--- config.mk ---
export PLATFORM = sky130hd
export DESIGN_NAME = multibase_integer_text_parser
export DESIGN_NICKNAME = d
export VERILOG_FILES = /design/src/rtl/mitp_pkg.sv /design/src/rtl/mitp_in_reg.sv /design/src/rtl/mitp_core.sv /design/src/rtl/mitp_out_reg.sv /design/src/rtl/multibase_integer_text_parser.sv
export SDC_FILE = /design/constraint.sdc
export NUM_CORES = 1
export LEC_CHECK = 0
export ABC_CLOCK_PERIOD_IN_PS = 5300
export BUFFER_PORTS_ARGS = -buffer_cell sky130_fd_sc_hd__buf_2
export CORE_MARGIN = 2
export CORE_UTILIZATION = 57
export CTS_BUF_LIST = sky130_fd_sc_hd__clkbuf_4 sky130_fd_sc_hd__clkbuf_8
export CTS_CLUSTER_SIZE = 16
export DETAILED_ROUTE_END_ITERATION = 10
export GPL_ROUTABILITY_DRIVEN = 0
export HOLD_SLACK_MARGIN = 0.12
export PLACE_DENSITY = 0.79
export SLEW_MARGIN = 20
export SYNTH_ARGS = -nofsm -noshare
export SYNTH_HDL_FRONTEND = slang
export SYNTH_SLANG_ARGS = --single-unit
--- constraint.sdc ---
create_clock -name clk_i -period 5.3 [get_ports clk_i]
set_input_delay 1.06 -clock clk_i [delete_from_list [all_inputs] [get_ports clk_i]]
set_output_delay 1.06 -clock clk_i [all_outputs]
set_load 0.05 [all_outputs]
--- src/rtl/mitp_pkg.sv ---
package mitp_pkg;

  localparam int unsigned CONSUMED_MAX_DEF = 255;

  localparam logic [31:0] DEC_LIMIT   = 32'd429496729;
  localparam logic [31:0] HEX_TOP     = 32'hf0000000;
  localparam logic [31:0] OCT_TOP     = 32'he0000000;
  localparam logic [31:0] SIGN_BIT    = 32'h80000000;

  localparam logic [4:0]  NO_DIGIT    = 5'd16;

  localparam logic [1:0]  ST_OK       = 2'd0;
  localparam logic [1:0]  ST_NONUM    = 2'd1;
  localparam logic [1:0]  ST_OVERFLOW = 2'd2;

  typedef enum logic [3:0] {
    PH_IDLE  = 4'd0,
    PH_SKIP1 = 4'd1,
    PH_SKIP2 = 4'd2,
    PH_ZERO  = 4'd3,
    PH_HEX0  = 4'd4,
    PH_BIN0  = 4'd5,
    PH_DEC   = 4'd6,
    PH_HEX   = 4'd7,
    PH_OCT   = 4'd8,
    PH_BIN   = 4'd9,
    PH_DONE  = 4'd10
  } phase_e;

  typedef struct packed {
    logic [7:0] ch;
    logic       first;
    logic       mode;
  } in_t;

  typedef struct packed {
    logic [31:0] value;
    logic [1:0]  status;
    logic [7:0]  consumed;
    logic [7:0]  stop_char;
  } out_t;

  function automatic logic [4:0] digit_of(input logic [7:0] c);
    logic [4:0] d;
    d = NO_DIGIT;
    if (c >= 8'h30 && c <= 8'h39) begin
      d = 5'(c - 8'h30);
    end else if (c >= 8'h61 && c <= 8'h66) begin
      d = 5'(c - 8'h57);
    end else if (c >= 8'h41 && c <= 8'h46) begin
      d = 5'(c - 8'h37);
    end
    return d;
  endfunction

endpackage

--- src/rtl/mitp_in_reg.sv ---
module mitp_in_reg (
  input  logic           clk_i,
  input  logic           rst_ni,
  input  logic           in_valid_i,
  output logic           in_stall_o,
  input  mitp_pkg::in_t  in_data_i,
  input  logic           fire_i,
  output logic           held_valid_o,
  output mitp_pkg::in_t  held_data_o
);

  logic          valid_q, valid_d;
  mitp_pkg::in_t data_q;
  logic          take;

  assign in_stall_o   = valid_q && !fire_i;
  assign take         = in_valid_i && !in_stall_o;
  assign held_valid_o = valid_q;
  assign held_data_o  = data_q;

  always_comb begin
    valid_d = valid_q;
    if (take) begin
      valid_d = 1'b1;
    end else if (fire_i) begin
      valid_d = 1'b0;
    end
  end

  always_ff @(posedge clk_i or negedge rst_ni) begin
    if (!rst_ni) begin
      valid_q <= 1'b0;
    end else begin
      valid_q <= valid_d;
    end
  end

  always_ff @(posedge clk_i) begin
    if (take) begin
      data_q <= in_data_i;
    end
  end

endmodule

--- src/rtl/mitp_core.sv ---
module mitp_core #(
  parameter int unsigned CONSUMED_MAX = mitp_pkg::CONSUMED_MAX_DEF
) (
  input  logic           clk_i,
  input  logic           rst_ni,
  input  logic           fire_i,
  input  mitp_pkg::in_t  item_i,
  output logic           res_valid_o,
  output mitp_pkg::out_t res_o
);

  localparam int unsigned CW = $clog2(CONSUMED_MAX + 1);

  mitp_pkg::phase_e phase_q, phase_d, ph_e;
  logic [31:0]      acc_q, acc_d, acc_e;
  logic             neg_q, neg_d, neg_e;
  logic             sgn_q, sgn_d, sgn_e;
  logic [CW-1:0]    cnt_q, cnt_d, cnt_e, cnt_inc;
  logic [CW+7:0]    cnt_ext;
  logic [7:0]       ch;
  logic [4:0]       d;
  logic [31:0]      acc_dec;

  assign ch      = item_i.ch;
  assign d       = mitp_pkg::digit_of(ch);
  assign cnt_inc = (cnt_e < CW'(CONSUMED_MAX)) ? cnt_e + 1'b1 : cnt_e;
  assign cnt_ext = {8'b0, cnt_e};
  assign acc_dec = {acc_e[28:0], 3'b0} + {acc_e[30:0], 1'b0} + {28'b0, d[3:0]};

  always_comb begin
    if (item_i.first) begin
      ph_e  = mitp_pkg::PH_SKIP1;
      acc_e = '0;
      neg_e = 1'b0;
      sgn_e = item_i.mode;
      cnt_e = '0;
    end else begin
      ph_e  = phase_q;
      acc_e = acc_q;
      neg_e = neg_q;
      sgn_e = sgn_q;
      cnt_e = cnt_q;
    end

    phase_d     = ph_e;
    acc_d       = acc_e;
    neg_d       = neg_e;
    sgn_d       = sgn_e;
    cnt_d       = cnt_e;
    res_valid_o = 1'b0;
    res_o.value     = '0;
    res_o.status    = mitp_pkg::ST_NONUM;
    res_o.consumed  = '0;
    res_o.stop_char = ch;

    unique case (ph_e)
      mitp_pkg::PH_SKIP1, mitp_pkg::PH_SKIP2: begin
        if (ch >= 8'd1 && ch <= 8'd32) begin
          cnt_d = cnt_inc;
        end else if (ch == 8'h2d && sgn_e && ph_e == mitp_pkg::PH_SKIP1) begin
          neg_d   = 1'b1;
          cnt_d   = cnt_inc;
          phase_d = mitp_pkg::PH_SKIP2;
        end else if (ch == 8'h30) begin
          acc_d   = '0;
          cnt_d   = cnt_inc;
          phase_d = mitp_pkg::PH_ZERO;
        end else if (ch == 8'h62 || ch == 8'h42) begin
          cnt_d   = cnt_inc;
          phase_d = mitp_pkg::PH_BIN0;
        end else if (ch >= 8'h31 && ch <= 8'h39) begin
          acc_d   = {27'b0, d};
          cnt_d   = cnt_inc;
          phase_d = mitp_pkg::PH_DEC;
        end else begin
          res_valid_o = 1'b1;
          phase_d     = mitp_pkg::PH_DONE;
        end
      end
      mitp_pkg::PH_ZERO: begin
        if (ch == 8'h78 || ch == 8'h58) begin
          cnt_d   = cnt_inc;
          phase_d = mitp_pkg::PH_HEX0;
        end else if (d < 5'd8) begin
          acc_d   = {27'b0, d};
          cnt_d   = cnt_inc;
          phase_d = mitp_pkg::PH_OCT;
        end else begin
          acc_d          = '0;
          res_valid_o    = 1'b1;
          phase_d        = mitp_pkg::PH_DONE;
          res_o.status   = mitp_pkg::ST_OK;
          res_o.consumed = cnt_ext[7:0];
        end
      end
      mitp_pkg::PH_HEX0, mitp_pkg::PH_BIN0: begin
        if ((ph_e == mitp_pkg::PH_HEX0 && d < 5'd16) ||
            (ph_e == mitp_pkg::PH_BIN0 && d < 5'd2)) begin
          acc_d   = {27'b0, d};
          cnt_d   = cnt_inc;
          phase_d = (ph_e == mitp_pkg::PH_HEX0) ? mitp_pkg::PH_HEX : mitp_pkg::PH_BIN;
        end else begin
          res_valid_o = 1'b1;
          phase_d     = mitp_pkg::PH_DONE;
        end
      end
      mitp_pkg::PH_DEC, mitp_pkg::PH_HEX, mitp_pkg::PH_OCT, mitp_pkg::PH_BIN: begin
        if ((ph_e == mitp_pkg::PH_DEC && d < 5'd10) ||
            (ph_e == mitp_pkg::PH_HEX && d < 5'd16) ||
            (ph_e == mitp_pkg::PH_OCT && d < 5'd8) ||
            (ph_e == mitp_pkg::PH_BIN && d < 5'd2)) begin
          if ((ph_e == mitp_pkg::PH_DEC && (acc_e > mitp_pkg::DEC_LIMIT ||
               (acc_e == mitp_pkg::DEC_LIMIT && d > 5'd5))) ||
              (ph_e == mitp_pkg::PH_HEX && (acc_e & mitp_pkg::HEX_TOP) != '0) ||
              (ph_e == mitp_pkg::PH_OCT && (acc_e & mitp_pkg::OCT_TOP) != '0) ||
              (ph_e == mitp_pkg::PH_BIN && (acc_e & mitp_pkg::SIGN_BIT) != '0)) begin
            res_valid_o  = 1'b1;
            phase_d      = mitp_pkg::PH_DONE;
            res_o.status = mitp_pkg::ST_OVERFLOW;
          end else begin
            cnt_d = cnt_inc;
            unique case (ph_e)
              mitp_pkg::PH_DEC: acc_d = acc_dec;
              mitp_pkg::PH_HEX: acc_d = {acc_e[27:0], d[3:0]};
              mitp_pkg::PH_OCT: acc_d = {acc_e[28:0], d[2:0]};
              default:          acc_d = {acc_e[30:0], d[0]};
            endcase
          end
        end else begin
          res_valid_o = 1'b1;
          phase_d     = mitp_pkg::PH_DONE;
          if (sgn_e && acc_e[31]) begin
            res_o.status = mitp_pkg::ST_OVERFLOW;
          end else begin
            res_o.status   = mitp_pkg::ST_OK;
            res_o.value    = neg_e ? (~acc_e + 32'd1) : acc_e;
            res_o.consumed = cnt_ext[7:0];
          end
        end
      end
      default: begin
        phase_d = ph_e;
      end
    endcase
  end

  always_ff @(posedge clk_i or negedge rst_ni) begin
    if (!rst_ni) begin
      phase_q <= mitp_pkg::PH_IDLE;
      acc_q   <= '0;
      neg_q   <= 1'b0;
      sgn_q   <= 1'b0;
      cnt_q   <= '0;
    end else if (fire_i) begin
      phase_q <= phase_d;
      acc_q   <= acc_d;
      neg_q   <= neg_d;
      sgn_q   <= sgn_d;
      cnt_q   <= cnt_d;
    end
  end

endmodule

--- src/rtl/mitp_out_reg.sv ---
module mitp_out_reg (
  input  logic           clk_i,
  input  logic           rst_ni,
  input  logic           res_valid_i,
  input  mitp_pkg::out_t res_i,
  input  logic           held_valid_i,
  output logic           fire_o,
  output logic           out_valid_o,
  input  logic           out_stall_i,
  output mitp_pkg::out_t out_data_o
);

  logic           valid_q, valid_d;
  mitp_pkg::out_t data_q;
  logic           load;

  assign fire_o      = held_valid_i && (!valid_q || !out_stall_i);
  assign load        = fire_o && res_valid_i;
  assign out_valid_o = valid_q;
  assign out_data_o  = data_q;

  always_comb begin
    valid_d = valid_q && out_stall_i;
    if (load) begin
      valid_d = 1'b1;
    end
  end

  always_ff @(posedge clk_i or negedge rst_ni) begin
    if (!rst_ni) begin
      valid_q <= 1'b0;
    end else begin
      valid_q <= valid_d;
    end
  end

  always_ff @(posedge clk_i) begin
    if (load) begin
      data_q <= res_i;
    end
  end

endmodule

--- src/rtl/multibase_integer_text_parser.sv ---
// A word is held in the input register; its result goes into the output register.
// Throughput: one word per cycle unless stalled; the parse state advances in one step.
// A word that ends a token leaves through the output register, which holds under stall.
// Reset: asynchronous, active low; parser returns to idle, both registers empty,
// characters without the first flag are then dropped.
module multibase_integer_text_parser #(
  parameter int unsigned CONSUMED_MAX = mitp_pkg::CONSUMED_MAX_DEF
) (
  input  logic           clk_i,
  input  logic           rst_ni,
  input  logic           in_valid_i,
  output logic           in_stall_o,
  input  mitp_pkg::in_t  in_data_i,
  output logic           out_valid_o,
  input  logic           out_stall_i,
  output mitp_pkg::out_t out_data_o
);

  logic           fire;
  logic           held_valid;
  mitp_pkg::in_t  held_data;
  logic           res_valid;
  mitp_pkg::out_t res;

  mitp_in_reg u_in_reg (
    .clk_i        (clk_i),
    .rst_ni       (rst_ni),
    .in_valid_i   (in_valid_i),
    .in_stall_o   (in_stall_o),
    .in_data_i    (in_data_i),
    .fire_i       (fire),
    .held_valid_o (held_valid),
    .held_data_o  (held_data)
  );

  mitp_core #(
    .CONSUMED_MAX (CONSUMED_MAX)
  ) u_core (
    .clk_i       (clk_i),
    .rst_ni      (rst_ni),
    .fire_i      (fire),
    .item_i      (held_data),
    .res_valid_o (res_valid),
    .res_o       (res)
  );

  mitp_out_reg u_out_reg (
    .clk_i        (clk_i),
    .rst_ni       (rst_ni),
    .res_valid_i  (res_valid),
    .res_i        (res),
    .held_valid_i (held_valid),
    .fire_o       (fire),
    .out_valid_o  (out_valid_o),
    .out_stall_i  (out_stall_i),
    .out_data_o   (out_data_o)
  );

endmodule
== Yosys cells after proc, flatten, opt, wreduce, memory -nomap -nowiden ==
Cells that the tools add are included.
Word-level totals
  flip-flop bits (word level): 108
  bits of input ports: 14
  logic and storage cells: 171
Cells by class
  add/sub/neg operators: 7
  order comparisons: 16
  equality and inequality tests: 16
  mux-type cells: 70
  bitwise gates (word level): 2
  reduce and logical (&&, ||, !) cells: 46
Operators by type and width (number)
  32-bit two-way mux: 11
  32-bit one-hot mux with 4 select lines: 1
  8-bit two-way mux: 14
  32-bit one-hot mux with 3 select lines: 1
  32-bit nonzero test: 2
  4-bit two-way mux: 11
  32-bit by 1-bit adder with 32-bit output (second input constant): 1
  32-bit adder: 1
  32-bit by 4-bit adder with 32-bit output: 1
  32-bit by 29-bit == test with 1-bit output (second input constant): 1
  8-bit by 7-bit == test with 1-bit output (second input constant): 4
  32-bit by 29-bit greater-than comparator with 1-bit output (second input constant): 1
  32-bit inverter: 1
  8-bit one-hot mux with 4 select lines: 1
  1-bit logical AND: 24
  5-bit two-way mux: 4
  10-bit one-hot mux with 2 select lines: 1
  1-bit two-way mux: 18
  4-bit by 3-bit == test with 1-bit output (second input constant): 4
  8-bit by 6-bit == test with 1-bit output (second input constant): 2
  8-bit by 6-bit >= comparator with 1-bit output (second input constant): 2
  8-bit by 7-bit >= comparator with 1-bit output (second input constant): 2
  8-bit by 6-bit less-or-equal comparator with 1-bit output (second input constant): 2
  8-bit by 7-bit less-or-equal comparator with 1-bit output (second input constant): 2
  23 further kinds: 45

== Depth between registers and ports, before layout ==
  word-level depth: 17
  depth in mapped cells: 20
  gate-level depth less buffers: 18

== Modules after synthesis ==
A second synthesis with hierarchy kept.
Unflattened totals
  cell total of the unflattened synthesis: 969
  area, all modules: 8694.6 µm²
By module, submodules not included
  mitp_core: instances 1, cells each 898, area an instance 6787.8 µm², seq. area each 1151.1 µm²
  mitp_out_reg: instances 1, cells each 56, area an instance 1549.0 µm², seq. area each 1526.5 µm²
  mitp_in_reg: instances 1, cells each 15, area an instance 357.8 µm², seq. area each 325.3 µm²

== Worst setup path before layout ==
No wires, ideal clock.
  kind: register to register
  from: reg u_in_reg.data_q, in the netlist u_in_reg.held_data_o[1]
  to: reg u_out_reg.data_q, in the netlist u_out_reg.out_data_o[0] (enable)
  setup time: 0.458 ns
  data arrival time: 5.081 ns
  required time: 4.842 ns
  slack: -0.238 ns
  cell stages (with the launch flop): 18
  period minus slack after synthesis: 5.538 ns
  cells stage by stage: edfxtp_1 > clkbuf_1 > buf_2 > buf_2 > buf_1 > clkbuf_1 > nor2b_1 > inv_1 > ha_1 > and4b_1 > and4_1 > a311o_1 > a22oi_1 > a31oi_1 > nor3_2 > nor2_1 > nor2_1 > nor2_1
On the way
  longest elaborated chain between the ends: 12
Ends and longest elaborated chain
  start, declared: line mitp_in_reg.sv:13  | mitp_pkg::in_t data_q;
  start signal, assigned: line mitp_in_reg.sv:40  | data_q <= in_data_i;
  parallel branches: the longest is 10 deep, another holds 32-bit by 29-bit greater-than comparator with 1-bit output
  1-bit one-hot mux with 4 select lines (*): line mitp_core.sv:56  | unique case (ph_e)
  1-bit logical AND (*): line mitp_out_reg.sv:18  | assign load = fire_o && res_valid_i;
  named net u_out_reg.load: line mitp_out_reg.sv:15  | logic load;
  end signal, assigned: line mitp_out_reg.sv:39  | data_q <= res_i;
  end, declared: line mitp_out_reg.sv:14  | mitp_pkg::out_t data_q;
Mark *: on every way through the listed nets, which the timed path passes.
A chain may end at the register's enable or synchronous reset.

== Worst setup path after layout ==
  from: reg u_in_reg.data_q, in the netlist u_in_reg.held_data_o[3]
  to: reg u_core.acc_q[24]
On the way
  longest elaborated chain between the ends: 15
Ends and longest elaborated chain
  parallel branches: the longest is 14 deep, another holds 32-bit by 4-bit adder with 32-bit output
  32-bit one-hot mux with 4 select lines (*): line mitp_core.sv:56
  end signal, assigned: line mitp_core.sv:150  | acc_q <= '0;
  end signal, assigned: line mitp_core.sv:156  | acc_q <= acc_d;
  end, declared: line mitp_core.sv:15  | logic [31:0] acc_q, acc_d, acc_e;
Mark *: on every way between the ends.

==> metrics.txt <==
worst relative slew slack 35.0%; number of global-route vias before repair approximately 7k; number of design rule violations left after detail routing 0; CP startpoint kind flop; number of buffers inserted during clock tree synthesis 9; portion of the post-synthesis area used by sequential elements 34.5%; per-cell via count in the routed design approximately 6.8; shortest clock period the worst path allows after layout 4.97 ns; post-placement setup slack 0.196 ns; Comb pwr share 39.5%; Die H 128 um; growth of design area from synthesis to finish 7.43%; number of enable-type register cells in the synthesized netlist 60; total wire length 23600 um; Power, Total 0.00280 W; routed length per instance 19.7 um; vias after detailed routing 8116; period utilisation layout 93.8%; Hold Violations, Final 0; area fraction of the dominant cell type after synthesis 20.7%; setup ws final roughly 0.33 ns; maximum ir drop on the vdd rail 171 uV; fraction of power spent switching nets 45.6%; proportion of layout cells with a drive suffix above 1 12.7%; dominant cell type by area after synthesis edfxtp_1; clock root cell clkbuf_8; CTS tree yes; element type at the critical path end flop; initial standard-cell utilization of the core 57.7%; Primary FF master, synth edfxtp_1; violation count after the first detailed-routing iteration 1256; Avg Synthesized Cell Area 8.91 sq um; actual transition at the worst max-transition pin roughly 0.98 ns; number of port buffers 65; final setup violation count 0; count of unique library cells instantiated by Yosys 81; TNS Setup 0 ns; post-synthesis async set-or-reset flop share 44.4%; number of hold buffers added after cts 0; cell area power density roughly 300 nW/um^2; Antenna diodes 0; Switch Pwr 0.00128 W; max capacitance violation total 0; number of nets in the final layout between 1k and 1.5k; clock-pin slew on the worst setup and hold paths 0.11 ns; Clock Sink Count roughly 110; Max clock buf depth 2; critical path type reg -> reg; RSZ-0062 raised after global routing no; number of standard cells after synthesis 977; maximum level of the CTS H-tree 3; run status completed; post-synthesis sequential element count 108; number of detailed-routing iterations run before antenna repair 8; ANT nets after route 0; Leakage 4.10 nW; synthesis warning total 0; full die area 16300 sq um; largest net degree at the start of global routing 49; Highest Clock Rate 201 MHz; Core Area 15100 sq um; standard-cell rows 45; global-route wire length before repair roughly 37000 um; fraction of power consumed by the clock network 19.4%; clock latency reported for the late side of the worst-skew pair 0.40 ns; total half-perimeter wirelength after legalization and detailed placement about 17000 um; maximum net fanout on the critical path 7; Internal Dissipation 0.00152 W; GRT Util Overall 28.8%; final core area utilization 62.0%; antenna violations before repair 0; Crit path required time 5.60 ns; fraction of power consumed by sequential logic 41.1%; width of the chip 128 um; Pins Over Slew Limit 0; Worst EP arrival 5.27 ns; total gr overflow 0; main area contributors after synthesis edfxtp_1 (21%), dfrtp_1 (14%), ha_1 (9.5%); summed instance area of the synthesized netlist 8710 sq um; Hold Crit Class reg -> reg; nets in the synthesized netlist 1059; num ports 66; final worst clock skew 0.0159 ns
-- critical path: stages (launching register included) --
cell      delay (ns)
edfxtp_1        0.50
inv_1           0.14
ha_1            0.29
o21bai_1        0.34
a21oi_2         0.14
o21ai_1         0.19
inv_1           0.11
ha_1            0.31
ha_1            0.24
fa_1            0.42
a21o_1          0.22
a221oi_2        0.39
a21oi_1         0.18
o41a_1          0.40
o41ai_1         0.34
mux2i_1         0.26
nand3_1         0.09
a32o_1          0.29
-- metrics by stage --
step	hold slack [ns]	std cells	area, sq um
final	0.572	1199	9360
after CTS	0.567	1199	9350
after detailed placement	0.539	1183	9140
after global placement	0.533	1183	9140
after global routing	0.585	1199	9360
after floorplan	0.421	977	8710
-- per-layer routing --
metal	vias up	global-route usage, %	routed length, um
met5	-	0	0
met4	0	9.95	580
met3	49	5.15	2680
met2	505	41.1	10000
met1	3778	43.9	10300
li1	3784	-	-
-- cell usage in the layout (no fill, tap or decap), types with 4 or more instances in the layout --
cell type,Yosys,final
a211oi_1,9,9
o22a_1,4,4
o21a_1,9,9
a222oi_1,26,26
nand4_1,7,7
o22ai_1,11,11
a32o_1,4,4
a22o_1,24,24
inv_1,23,23
a221oi_1,7,6
mux2i_1,6,6
nor4_1,12,12
a221o_1,4,4
buf_2,7,65
mux2_2,4,4
or3_1,13,13
or2_2,9,9
nor2_1,99,98
nand2b_1,14,14
buf_4,1,16
nor3_1,31,29
o2bb2ai_1,7,7
a31oi_1,7,7
o21ai_0,61,61
xnor2_1,13,13
edfxtp_1,60,60
ha_1,66,66
and3_1,14,14
nand2_1,70,70
nand3_1,24,24
clkbuf_8,0,9
o31ai_1,9,9
xor2_1,27,27
and2_1,5,5
a21oi_1,57,56
nor2b_1,38,38
a21o_1,17,17
dfrtp_1,48,48
a211o_1,4,4
-- power groups by stage --
stage / Clock [W] / Sequential, W / Combinational [W]
after detailed placement: 0 / 0.00116 / 0.00109
after global routing: 0.000582 / 0.00117 / 0.00117
after CTS: 0.000547 / 0.00115 / 0.00109
after global placement: 0 / 0.00116 / 0.00107
final: 0.000545 / 0.00115 / 0.00111
after floorplan: 0 / 0.00145 / 0.000538
-- flip-flops by register name, summed over array words and instances, names as in the netlist --
| name | count |
|---|---|
| u_core.acc_q | 32 |
| u_core.cnt_q | 8 |
| u_core.neg_q | 1 |
| u_core.phase_q | 4 |
| u_core.sgn_q | 1 |
| u_in_reg.held_data_o | 10 |
| u_in_reg.held_valid_o | 1 |
| u_out_reg.out_data_o | 50 |
| u_out_reg.out_valid_o | 1 |
-- layout make-up --
class	count	area, sq um
Inverter	23	86.3
Tap cell	188	235
Timing Repair Buffer	81	445
Clock inverter	7	86.3
Multi-Input combinational cell	783	5380
Sequential cell	108	3000
Clock buffer	9	124
Fill cell	1270	5730
-- cells in the mapped netlist (14+ instances only) --
cell type / number
ha_1: 66
nor2_1: 99
nor2b_1: 38
a21o_1: 17
nand2_1: 70
inv_1: 23
xor2_1: 27
o21ai_0: 61
nor3_1: 31
nand2b_1: 14
a21oi_1: 57
dfrtp_1: 48
edfxtp_1: 60
clkbuf_1: 47
and3_1: 14
a22o_1: 24
nand3_1: 24
a222oi_1: 26
-- cell families after synthesis --
kind of cell,after synthesis,synth area share [%]
flops,108,34.5
buf+inv,86,4.11
xor+xnor,40,4.02
compound gates,301,24.6
mux,10,1.21
simple gates,364,21.6
fa+ha+maj,68,9.94
-- worst paths after layout --
check | start | endpoint | slack, ns | depth (start not counted)
setup / recovery | u_in_reg.held_data_o[3] | u_core.acc_q[24] | 0.33 | 17
hold / removal | u_core.cnt_q[7] | u_core.cnt_q[7] | 0.57 | 1
setup reg to reg | u_in_reg.held_data_o[3] | u_core.acc_q[24] | 0.33 | 17
hold reg to reg | u_core.cnt_q[7] | u_core.cnt_q[7] | 0.57 | 1
max in group asynchronous | rst_ni | u_core.acc_q[12] | 4.08 | 2
min in group asynchronous | rst_ni | u_core.cnt_q[5] | 0.75 | 2
-- timing repair --
item | CTS | global route
setup endpoints to repair | 0 | 3
resized for setup | 0 | 2
buffers inserted | 0 | 0
Power figures use the tool's default switching activity.
